$ cat config.mk
export PLATFORM = sky130hd
export DESIGN_NAME = fdacc_queue
export DESIGN_NICKNAME = d
export VERILOG_FILES = /design/src/fdacc_pkg.sv /design/src/fdacc_queue.sv
export SDC_FILE = /design/constraint.sdc
export NUM_CORES = 1
export LEC_CHECK = 0
export ABC_AREA = 1
export BUFFER_PORTS_ARGS = -buffer_cell sky130_fd_sc_hd__buf_4
export CORE_MARGIN = 5
export CORE_UTILIZATION = 58
export DETAILED_ROUTE_END_ITERATION = 10
export PLACE_DENSITY = 0.89
export RECOVER_POWER = 25
export SLEW_MARGIN = 20
export SYNTH_ARGS = -nofsm -noshare
export SYNTH_HDL_FRONTEND = slang
export SYNTH_SLANG_ARGS = --single-unit
$ cat constraint.sdc
create_clock -name clk -period 2.2 [get_ports clk]
set_input_delay 0.11 -clock clk [delete_from_list [all_inputs] [get_ports clk]]
set_output_delay 0.11 -clock clk [all_outputs]
set_load 0.01 [all_outputs]
$ cat src/fdacc_pkg.sv
package fdacc_pkg;

    localparam int PIXELS      = 65536;
    localparam int PIX_W       = $clog2(PIXELS);
    localparam int MAX_WINDOW  = 16;
    localparam int RING_DEPTH  = MAX_WINDOW - 1;
    localparam int HIST_DEPTH  = PIXELS * RING_DEPTH;
    localparam int HIST_AW     = $clog2(HIST_DEPTH);
    localparam int WIN_W       = 5;
    localparam int SLOT_W      = $clog2(RING_DEPTH);
    localparam int GRAY_W      = 8;
    localparam int SUM_W       = 8;
    localparam int QUEUE_DEPTH = 4;
    localparam int QPTR_W      = $clog2(QUEUE_DEPTH);
    localparam int QCNT_W      = $clog2(QUEUE_DEPTH + 1);

    localparam logic [WIN_W-1:0] WIN_RESET    = WIN_W'(10);
    localparam logic [WIN_W-1:0] WIN_MIN      = WIN_W'(2);
    localparam logic [WIN_W-1:0] WIN_MAX      = WIN_W'(MAX_WINDOW);
    localparam logic [SUM_W-1:0] THRESH_RESET = SUM_W'(100);
    localparam logic [SUM_W-1:0] SUM_MAX      = SUM_W'(255);

    typedef enum logic [1:0] {
        MODE_FIRST,
        MODE_FILL,
        MODE_FULL
    } mode_t;

    typedef enum logic {
        REG_WINDOW    = 1'b0,
        REG_THRESHOLD = 1'b1
    } reg_idx_t;

    typedef struct packed {
        logic [GRAY_W-1:0]  gray;
        logic [PIX_W-1:0]   pix;
        logic [HIST_AW-1:0] haddr;
        mode_t              mode;
    } item_t;

    typedef struct packed {
        logic push;
        logic full;
    } q_wr_t;

endpackage

$ cat src/fdacc_queue.sv
module fdacc_queue import fdacc_pkg::*; (
    input  logic  clk,
    input  logic  rst_n,
    input  q_wr_t q_wr,
    input  item_t push_item,
    output logic  full,
    input  logic  pop,
    output logic  head_valid,
    output item_t head_item
);

    item_t              mem_reg [QUEUE_DEPTH];
    logic [QPTR_W-1:0]  wr_ptr_reg, wr_ptr_next;
    logic [QPTR_W-1:0]  rd_ptr_reg, rd_ptr_next;
    logic [QCNT_W-1:0]  count_reg, count_next;

    assign full       = (count_reg == QCNT_W'(QUEUE_DEPTH));
    assign head_valid = (count_reg != '0);
    assign head_item  = mem_reg[rd_ptr_reg];

    always_comb
    begin
        wr_ptr_next = q_wr.push ? wr_ptr_reg + QPTR_W'(1) : wr_ptr_reg;
        rd_ptr_next = pop ? rd_ptr_reg + QPTR_W'(1) : rd_ptr_reg;
        count_next  = count_reg + QCNT_W'(q_wr.push) - QCNT_W'(pop);
    end

    always_ff @(posedge clk)
    begin
        if (q_wr.push)
        begin
            mem_reg[wr_ptr_reg] <= push_item;
        end
    end

    always_ff @(posedge clk or negedge rst_n)
    begin
        if (!rst_n)
        begin
            wr_ptr_reg <= '0;
            rd_ptr_reg <= '0;
            count_reg  <= '0;
        end
        else
        begin
            wr_ptr_reg <= wr_ptr_next;
            rd_ptr_reg <= rd_ptr_next;
            count_reg  <= count_next;
        end
    end

    a_no_push_when_full: assert property (@(posedge clk) disable iff (!rst_n)
        q_wr.full |-> !q_wr.push)
        else $error("push into full queue");

    a_no_pop_when_empty: assert property (@(posedge clk) disable iff (!rst_n)
        (count_reg == '0) |-> !pop)
        else $error("pop from empty queue");

endmodule

==> qor.txt <==
All-Layer GR Usage -> 0.207
register bit total from synthesis -> 191
Bufs and invs on worst path -> 2
Clock power frac -> 0.225
Crit Reg-Reg Startpoint -> wr_ptr_reg[1]
Yosys top cell area share -> 0.676
Pwr Total -> 12.8 mW
sequential power share -> 0.388
most common cell in the netlist -> nand2_1
Tmin final -> 1910 ps
Switching Share -> 0.348
WL per Instance -> 14.9 µm
CP Launch Point -> rd_ptr_reg[0]
Routed Antenna Nets -> 0
Pre-antenna DRT Iters -> 5
crit path DAT -> 1800 ps
die footprint -> 0.0166 mm²
Comb pwr share -> 0.387
initial antenna violation count -> 1
hold slack final -> 136 ps
Post-Syn Area per Cell -> 10.6 µm²
final setup violation count -> 0
count of pins over their slew limit -> 0
CTS tree -> built
Worst IR Drop VDD -> 787 µV
Primary FF master, synth -> edfxtp_1
clk sinks -> 191
setup tns final -> 0 ps
P_sw -> 4.44 mW
Fmax -> 0.524 GHz
placed cell count -> 1,030
most area-consuming cells after synthesis -> edfxtp_1 68%, nand2_1 11%, inv_1 9.0%
Detailed Route Iter0 Violations -> 446
gp weighted congestion -> 0.723
core area -> 0.0138 mm²
drt drc -> 0
CTS H-Tree Depth -> 4
slowest stage cell, crit path -> buf_4
multi-input logic area -> 0.00151 mm²
PwrDens -> 1270 mW/mm²
sequential area share after synthesis -> 0.698
fill count -> 873
layout cells sized above 1 -> 0.129
Port Buf Inserts -> 97
Syn Nets -> 826
Initial Utilization -> 0.591
post-CTS sizing -> 0
count of final hold-check violations -> 0
P_leak -> 4.65 nW
Setup Buffers After CTS -> 0
vias in the first global route -> 5,625
Yosys cell types -> 15
Overflow after GRT -> 0
Skew-Pair Late Insertion Delay -> 420 ps
row count -> 43
Yosys top cell by area -> edfxtp_1
mapped cell area -> 0.00817 mm²
number of synthesized flops with an enable pin -> 184
die height -> 129 µm
I/O Pins -> 99
final net count -> 976
vias per inst -> 4.95
Max-Cap Viols -> 0
Total Routed Length -> 16,600 µm
Crit path max-delay family -> buffers and inverters
maximum root-to-sink buffer count -> 2
Critical Path End Type -> primary output
Internal -> 8.31 mW
Worst-Margin Slew -> 621 ps
critical path class -> reg2out
cells on worst reg2reg path -> 5
fin util -> 0.727
clk_skew -> 9.47 ps
clk root buf -> clkbuf_16
slowest stage delay, CP -> 470 ps
status -> finished clean
first-pass GRT wire length -> 26,100 µm
Gate Count Post-Synth -> 768
Layout Cells excl Fill -> 1,111
critical-path cell list -> buf_4 -> nand2_1 -> nand3_1 -> nand2_1 -> buf_4
Register Area -> 0.00571 mm²
Syn-to-layout area delta -> 23.0%
WP depth -> 5
relative slew slack -> 0.586
ys async rst share -> 0.0366
required time of the worst setup path -> 2090 ps
HPWL after DPL -> 9510 µm
crit path launch type -> flip-flop
Reg clk slew, reported paths -> 60 ps
Inserted Clock Buffers -> 17
pin count of the biggest net entering global routing -> 71
final cycle utilization of the critical path -> 0.868
HP Class -> in2async
routed vias -> 5,494
Die W -> 129 µm
RSZ-0062 raised after global routing -> no
Synth top cells by count -> 241 x nand2_1, 197 x inv_1, 184 x edfxtp_1, 94 x nand3_1, 16 x buf_2
crit-path max FO -> 49
Yosys Warn Count -> 0
max reg flops -> 184
[cell type report]
class / count / area share
Clock inverter: 12 / 0.0120
Tap cell: 180 / 0.0224
Clock buffer: 19 / 0.0431
Multi-Input combinational cell: 347 / 0.150
Antenna cell: 1 / 0.000249
Timing Repair Buffer: 163 / 0.131
Inverter: 198 / 0.0739
Sequential cell: 191 / 0.568
[worst paths after layout]
kind / end / slack, ps
worst max-delay path: head_item[41] / 290
worst min-delay path: count_reg[0] / 140
worst max register to register: mem_reg[1][39] / 600
worst min register to register: wr_ptr_reg[0] / 560
max in group asynchronous: rd_ptr_reg[0] / 1730
min in group clk: mem_reg[1][1] / 430
[cell families after synthesis]
kind of cell | Yosys count | synth area share
AOI/OAI and AO/OA | 1 | 0.000612
xor gates and xnor gates | 3 | 0.00322
and+or+nand+nor | 336 | 0.169
adders and majority gates | 7 | 0.0116
buffers and inverters | 230 | 0.118
DFF | 191 | 0.698
[per-stage QoR]
step	worst slack (ps)	area [µm²]
after global placement	642	9110
after CTS	271	10200
final	290	10100
after global routing	142	10100
after detailed placement	587	9110
after floorplan	225	8170
[what timing repair did]
item,4_1_cts,5_1_grt
endpoints found under the setup margin,0,0
hold buffers,49,0
hold endpoints to repair,195,0
[routing by layer]
| metal | wire (µm) | GRT usage |
|---|---|---|
| met2 | 8880 | 0.373 |
| met5 | 0 | 0 |
| met1 | 6280 | 0.237 |
| met4 | 333 | 0.0945 |
| met3 | 1090 | 0.0415 |
[power groups by stage]
stage	Clock (mW)	Sequential (mW)	Combinational (mW)
2_1_floorplan	0	4.98	2.96
3_3_place_gp	0	4.98	4.71
3_5_place_dp	0	5.01	4.86
4_1_cts	2.90	4.94	4.96
5_1_grt	3.05	4.99	5.44
6_report	2.87	4.94	4.93
[placed cells by master (no fill, tap or decap)]
| cell | synthesis | final |
|---|---|---|
| xor2_1 | 3 | 3 |
| clkinvlp_4 | 0 | 1 |
| dfrtp_2 | 0 | 1 |
| nand3_1 | 94 | 94 |
| edfxtp_1 | 184 | 184 |
| inv_2 | 1 | 6 |
| clkinv_4 | 0 | 2 |
| fa_1 | 1 | 1 |
| inv_6 | 0 | 1 |
| clkbuf_1 | 4 | 30 |
| dfrtp_4 | 0 | 1 |
| clkinv_1 | 0 | 3 |
| ha_1 | 6 | 6 |
| inv_1 | 197 | 192 |
| nand2_1 | 241 | 241 |
| o21ai_0 | 1 | 1 |
| nor2_1 | 1 | 1 |
| dlygate4sd3_1 | 0 | 49 |
| buf_4 | 2 | 80 |
| bufinv_16 | 0 | 2 |
| clkinv_2 | 0 | 3 |
| dfrtp_1 | 7 | 5 |
| buf_12 | 0 | 6 |
| diode_2 | 0 | 1 |
| clkbuf_16 | 0 | 17 |
(Power assumes the default switching activity.)
