===== config.mk =====
export PLATFORM = sky130hd
export DESIGN_NAME = fdacc_front
export DESIGN_NICKNAME = d
export VERILOG_FILES = /design/src/fdacc_pkg.sv /design/src/fdacc_front.sv
export SDC_FILE = /design/constraint.sdc
export NUM_CORES = 1
export LEC_CHECK = 0
export ABC_AREA = 0
export BUFFER_PORTS_ARGS = -buffer_cell sky130_fd_sc_hd__buf_2
export CORE_UTILIZATION = 47
export CTS_BUF_LIST = sky130_fd_sc_hd__clkbuf_16
export DETAILED_ROUTE_END_ITERATION = 7
export PLACE_DENSITY_LB_ADDON = 0.1
export SETUP_SLACK_MARGIN = 0.1
export SKIP_LAST_GASP = 1
export SYNTH_ARGS = -nofsm -noshare
export SYNTH_HDL_FRONTEND = slang
export SYNTH_SLANG_ARGS = --single-unit

===== constraint.sdc =====
create_clock -name clk -period 7.6 [get_ports clk]
set_clock_uncertainty 0.1 [all_clocks]
set_input_delay 1.52 -clock clk [delete_from_list [all_inputs] [get_ports clk]]
set_output_delay 1.52 -clock clk [all_outputs]
set_load 0.05 [all_outputs]

===== src/fdacc_pkg.sv =====
package fdacc_pkg;

    localparam int PIXELS      = 65536;
    localparam int PIX_W       = $clog2(PIXELS);
    localparam int MAX_WINDOW  = 16;
    localparam int RING_DEPTH  = MAX_WINDOW - 1;
    localparam int HIST_DEPTH  = PIXELS * RING_DEPTH;
    localparam int HIST_AW     = $clog2(HIST_DEPTH);
    localparam int WIN_W       = 5;
    localparam int SLOT_W      = $clog2(RING_DEPTH);
    localparam int GRAY_W      = 8;
    localparam int SUM_W       = 8;
    localparam int QUEUE_DEPTH = 4;
    localparam int QPTR_W      = $clog2(QUEUE_DEPTH);
    localparam int QCNT_W      = $clog2(QUEUE_DEPTH + 1);

    localparam logic [WIN_W-1:0] WIN_RESET    = WIN_W'(10);
    localparam logic [WIN_W-1:0] WIN_MIN      = WIN_W'(2);
    localparam logic [WIN_W-1:0] WIN_MAX      = WIN_W'(MAX_WINDOW);
    localparam logic [SUM_W-1:0] THRESH_RESET = SUM_W'(100);
    localparam logic [SUM_W-1:0] SUM_MAX      = SUM_W'(255);

    typedef enum logic [1:0] {
        MODE_FIRST,
        MODE_FILL,
        MODE_FULL
    } mode_t;

    typedef enum logic {
        REG_WINDOW    = 1'b0,
        REG_THRESHOLD = 1'b1
    } reg_idx_t;

    typedef struct packed {
        logic [GRAY_W-1:0]  gray;
        logic [PIX_W-1:0]   pix;
        logic [HIST_AW-1:0] haddr;
        mode_t              mode;
    } item_t;

    typedef struct packed {
        logic push;
        logic full;
    } q_wr_t;

endpackage


===== src/fdacc_front.sv =====
module fdacc_front import fdacc_pkg::*; (
    input  logic              clk,
    input  logic              rst_n,
    input  logic              s_tvalid,
    output logic              s_tready,
    input  logic [23:0]       s_tdata,     // [7:0] gray, [23:8] pixel_index
    input  logic              s_tlast,     // end_of_frame
    input  logic [WIN_W-1:0]  window_frames,
    output q_wr_t             q_wr,        // push out, full in
    input  logic              q_full,
    output item_t             push_item
);

    logic [WIN_W-1:0]  frames_held_reg, frames_held_next;
    logic [SLOT_W-1:0] history_slot_reg, history_slot_next;
    logic [WIN_W-1:0]  win;
    logic [SLOT_W-1:0] slot;
    logic [WIN_W-1:0]  slot_inc;
    logic [GRAY_W-1:0] gray;
    logic [PIX_W-1:0]  pix;
    logic              push;

    assign gray     = s_tdata[GRAY_W-1:0];
    assign pix      = s_tdata[GRAY_W +: PIX_W];
    assign s_tready = !q_full;
    assign push     = s_tvalid && s_tready;
    assign q_wr.push = push;
    assign q_wr.full = q_full;

    always_comb
    begin
        if (window_frames < WIN_MIN)
        begin
            win = WIN_MIN;
        end
        else if (window_frames > WIN_MAX)
        begin
            win = WIN_MAX;
        end
        else
        begin
            win = window_frames;
        end
    end

    assign slot = (history_slot_reg >= SLOT_W'(RING_DEPTH)) ? '0 : history_slot_reg;

    always_comb
    begin
        push_item.gray  = gray;
        push_item.pix   = pix;
        push_item.haddr = HIST_AW'(pix) * HIST_AW'(RING_DEPTH) + HIST_AW'(slot);
        if (frames_held_reg == '0)
        begin
            push_item.mode = MODE_FIRST;
        end
        else if (frames_held_reg >= win)
        begin
            push_item.mode = MODE_FULL;
        end
        else
        begin
            push_item.mode = MODE_FILL;
        end
    end

    // frame counter and shared ring slot advance on the last pixel of a frame
    assign slot_inc = WIN_W'(history_slot_reg) + WIN_W'(1);

    always_comb
    begin
        frames_held_next  = frames_held_reg;
        history_slot_next = history_slot_reg;
        if (push && s_tlast)
        begin
            if (frames_held_reg != '0)
            begin
                history_slot_next = (slot_inc >= win - WIN_W'(1)) ? '0
                                                                  : slot_inc[SLOT_W-1:0];
            end
            if (frames_held_reg < win)
            begin
                frames_held_next = frames_held_reg + WIN_W'(1);
            end
        end
    end

    always_ff @(posedge clk or negedge rst_n)
    begin
        if (!rst_n)
        begin
            frames_held_reg  <= '0;
            history_slot_reg <= '0;
        end
        else
        begin
            frames_held_reg  <= frames_held_next;
            history_slot_reg <= history_slot_next;
        end
    end

endmodule


==> impl_metrics.py <==
metrics = {
    "clock_tree": {
        "clk_path_buf_depth": 2,
        "htreeDepth": 1,
        "clk_pin_slew_ns": 0.04,
        "clkSinkCount": 9,
        "cts_made_buffers": 3,
        "cts_tree": "built",
        "insertion_delay_ns": 0.23,
        "cts_resized": 0,
        "ctsHoldBuffers": 0,
        "cts_root_buf": "clkbuf_16",
        "post_cts_buffers": 0,
    },
    "logic_synthesis": {
        "synth_ff_type": "dfrtp_1",
        "syn_area_um2": 2870,
        "yosys.area.top_type": "ha_1",
        "yosysUniqueCellTypes": 43,
        "async_flop_share_pct": 100,
        "ys_top_cells_by_area": "ha_1, fa_1, inv_1",
        "synth_top_area_share_pct": 24.0,
        "yosys_register_bits": 9,
        "yosys_warnings": 0,
        "syn_inst": 325,
        "synth_edf_count": 0,
        "avgSynthCellArea_um2": 8.82,
        "syn_nets": 445,
        "synth_seq_area_share_pct": 7.85,
    },
    "layout": {
        "finalNetCount": 487,
        "largest_reg_flops": 5,
        "final_common_cell": "buf_2",
        "most-common-layout-cells": "buf_2, inv_1, ha_1",
        "area_growth_syn_to_layout_pct": 10.2,
        "antenna_cells": 0,
        "layout-drive-gt1-share_pct": 21.6,
    },
    "setup_path": {
        "crit_path_top_delay_cell": "fa_1",
        "endpoint_kind": "output port",
        "path_class": "input pin to output port",
        "max_stage_delay_ns": 0.51,
        "crit_family": "adder cells",
        "critPathBufInv": 4,
        "critPathRequiredTime_ns": 5.98,
        "crit_top_cell": "fa_1",
        "worstPathArrival_ns": 5.25,
        "crit_chain": "buf_2 -> fa_1 -> fa_1 -> inv_1 -> fa_1 -> inv_1 -> ha_1 -> a211oi_2 -> nor3_2 -> o311ai_2 -> o221a_2 -> o21bai_2 -> a21oi_2 -> xnor2_1 -> buf_2",
        "crit_path_max_fanout": 5,
        "critPathLaunchType": "input pin",
    },
    "routing": {
        "drc": 0,
        "first_pass_iters": 6,
        "wirelength_mm": 5.00,
        "drtIter0Drc": 76,
        "postRouteAntennaNets": 0,
        "avgViaCountPerCell": 4.99,
        "via_count": 2199,
        "routedWlPerCell_um": 11.3,
    },
    "timing": {
        "rsz0062_at_grt": "no",
        "tns_ns": 0,
        "fin_crit_ns": 6.87,
        "min_period_over_period_pct": 90.4,
        "fmax_mhz": 146,
        "setup_viol": 0,
        "holdWs_ns": 0.423,
        "relSlewSlack_pct": 53.2,
        "hold_violations": 0,
        "tightest_slew_ns": 0.694,
        "drv_slew": 0,
    },
    "job": {
        "drv_cap": 0,
    },
    "global_route": {
        "grt_pass1_wl_mm": 8.67,
        "grt_max_degree": 10,
        "grtUsageTotal_pct": 16.6,
        "grt_overflow": 0,
        "antenna_found_initial": 0,
        "grt_pass1_vias": 2070,
    },
    "run_status": {
        "status": "completed",
    },
    "floorplanning": {
        "core_area_um2": 5890,
        "die_x_um": 80.1,
        "rows": 28,
        "start_util_pct": 48.7,
        "io_pins": 83,
        "die_h_um": 80.1,
        "die-area_um2": 6420,
    },
    "placed_design": {
        "post-dp-hpwl_mm": 4.48,
        "place.gp.congestion": 0.761,
        "io_buffer_count": 66,
    },
    "worst_hold_path": {
        "hp-class": "flop to flop",
    },
}
==> cells in the mapped netlist, types with 7 or more instances <==
master   instances
nand4_1          7
a21o_1           8
inv_1           63
nand3_1          7
fa_1            31
o21ai_0         12
ha_1            55
nor2_1           7
xnor2_1         18
a21oi_1         16
buf_4           27
dfrtp_1          9
nand2_1         18
==> per-stage QoR <==
stage                     cell area, um2  util, %  setup slack [ns]  instances
after floorplan                     2870        -             0.534        325
after detailed placement            3080     52.3             0.740        437
after global routing                3160     53.7             0.517        441
after CTS                           3160     53.7             0.702        441
after global placement              3080     52.3             0.749        437
final                               3160     53.7             0.732        441
==> metal layers <==
metal / vias up / track usage (%) / part of all wire (%)
met4: 0 / 1.96 / 0.16
met5: - / 0 / 0
met1: 1006 / 23.2 / 49
li1: 1133 / - / -
met3: 2 / 2.73 / 5.2
met2: 58 / 27.4 / 46
==> final timing paths <==
path                                      from                  end  slack, ns  cells after the start
max reg2reg                history_slot_reg[0]  history_slot_reg[2]       5.28                      8
min in group asynchronous                rst_n   frames_held_reg[3]       1.03                      1
min reg2reg                 frames_held_reg[4]   frames_held_reg[4]       0.42                      1
max                                 s_tdata[8]        push_item[19]       0.73                     15
min                         frames_held_reg[4]   frames_held_reg[4]       0.42                      1
max in group asynchronous                rst_n  history_slot_reg[1]       6.20                      1
==> cell type report <==
cell class | instances | area, um2
clock inverters | 1 | 3.75
repair buffers | 66 | 330
fillers | 577 | 2730
clock buffers | 3 | 75.1
well taps | 75 | 93.8
flip-flops and latches | 9 | 225
multi-input cells | 224 | 2190
inverters | 63 | 236
==> cell families after synthesis <==
group / share of synthesized area (%)
AO/OA/AOI/OAI: 13.4
XOR/XNOR: 7.33
adder cells (fa/ha/maj): 45.6
buffers and inverters: 15.6
flip-flops: 7.85
AND/OR/NAND/NOR: 10.2
Power is not shown: default switching activity piles up to over one toggle a cycle in this logic, so the estimate is an artifact.
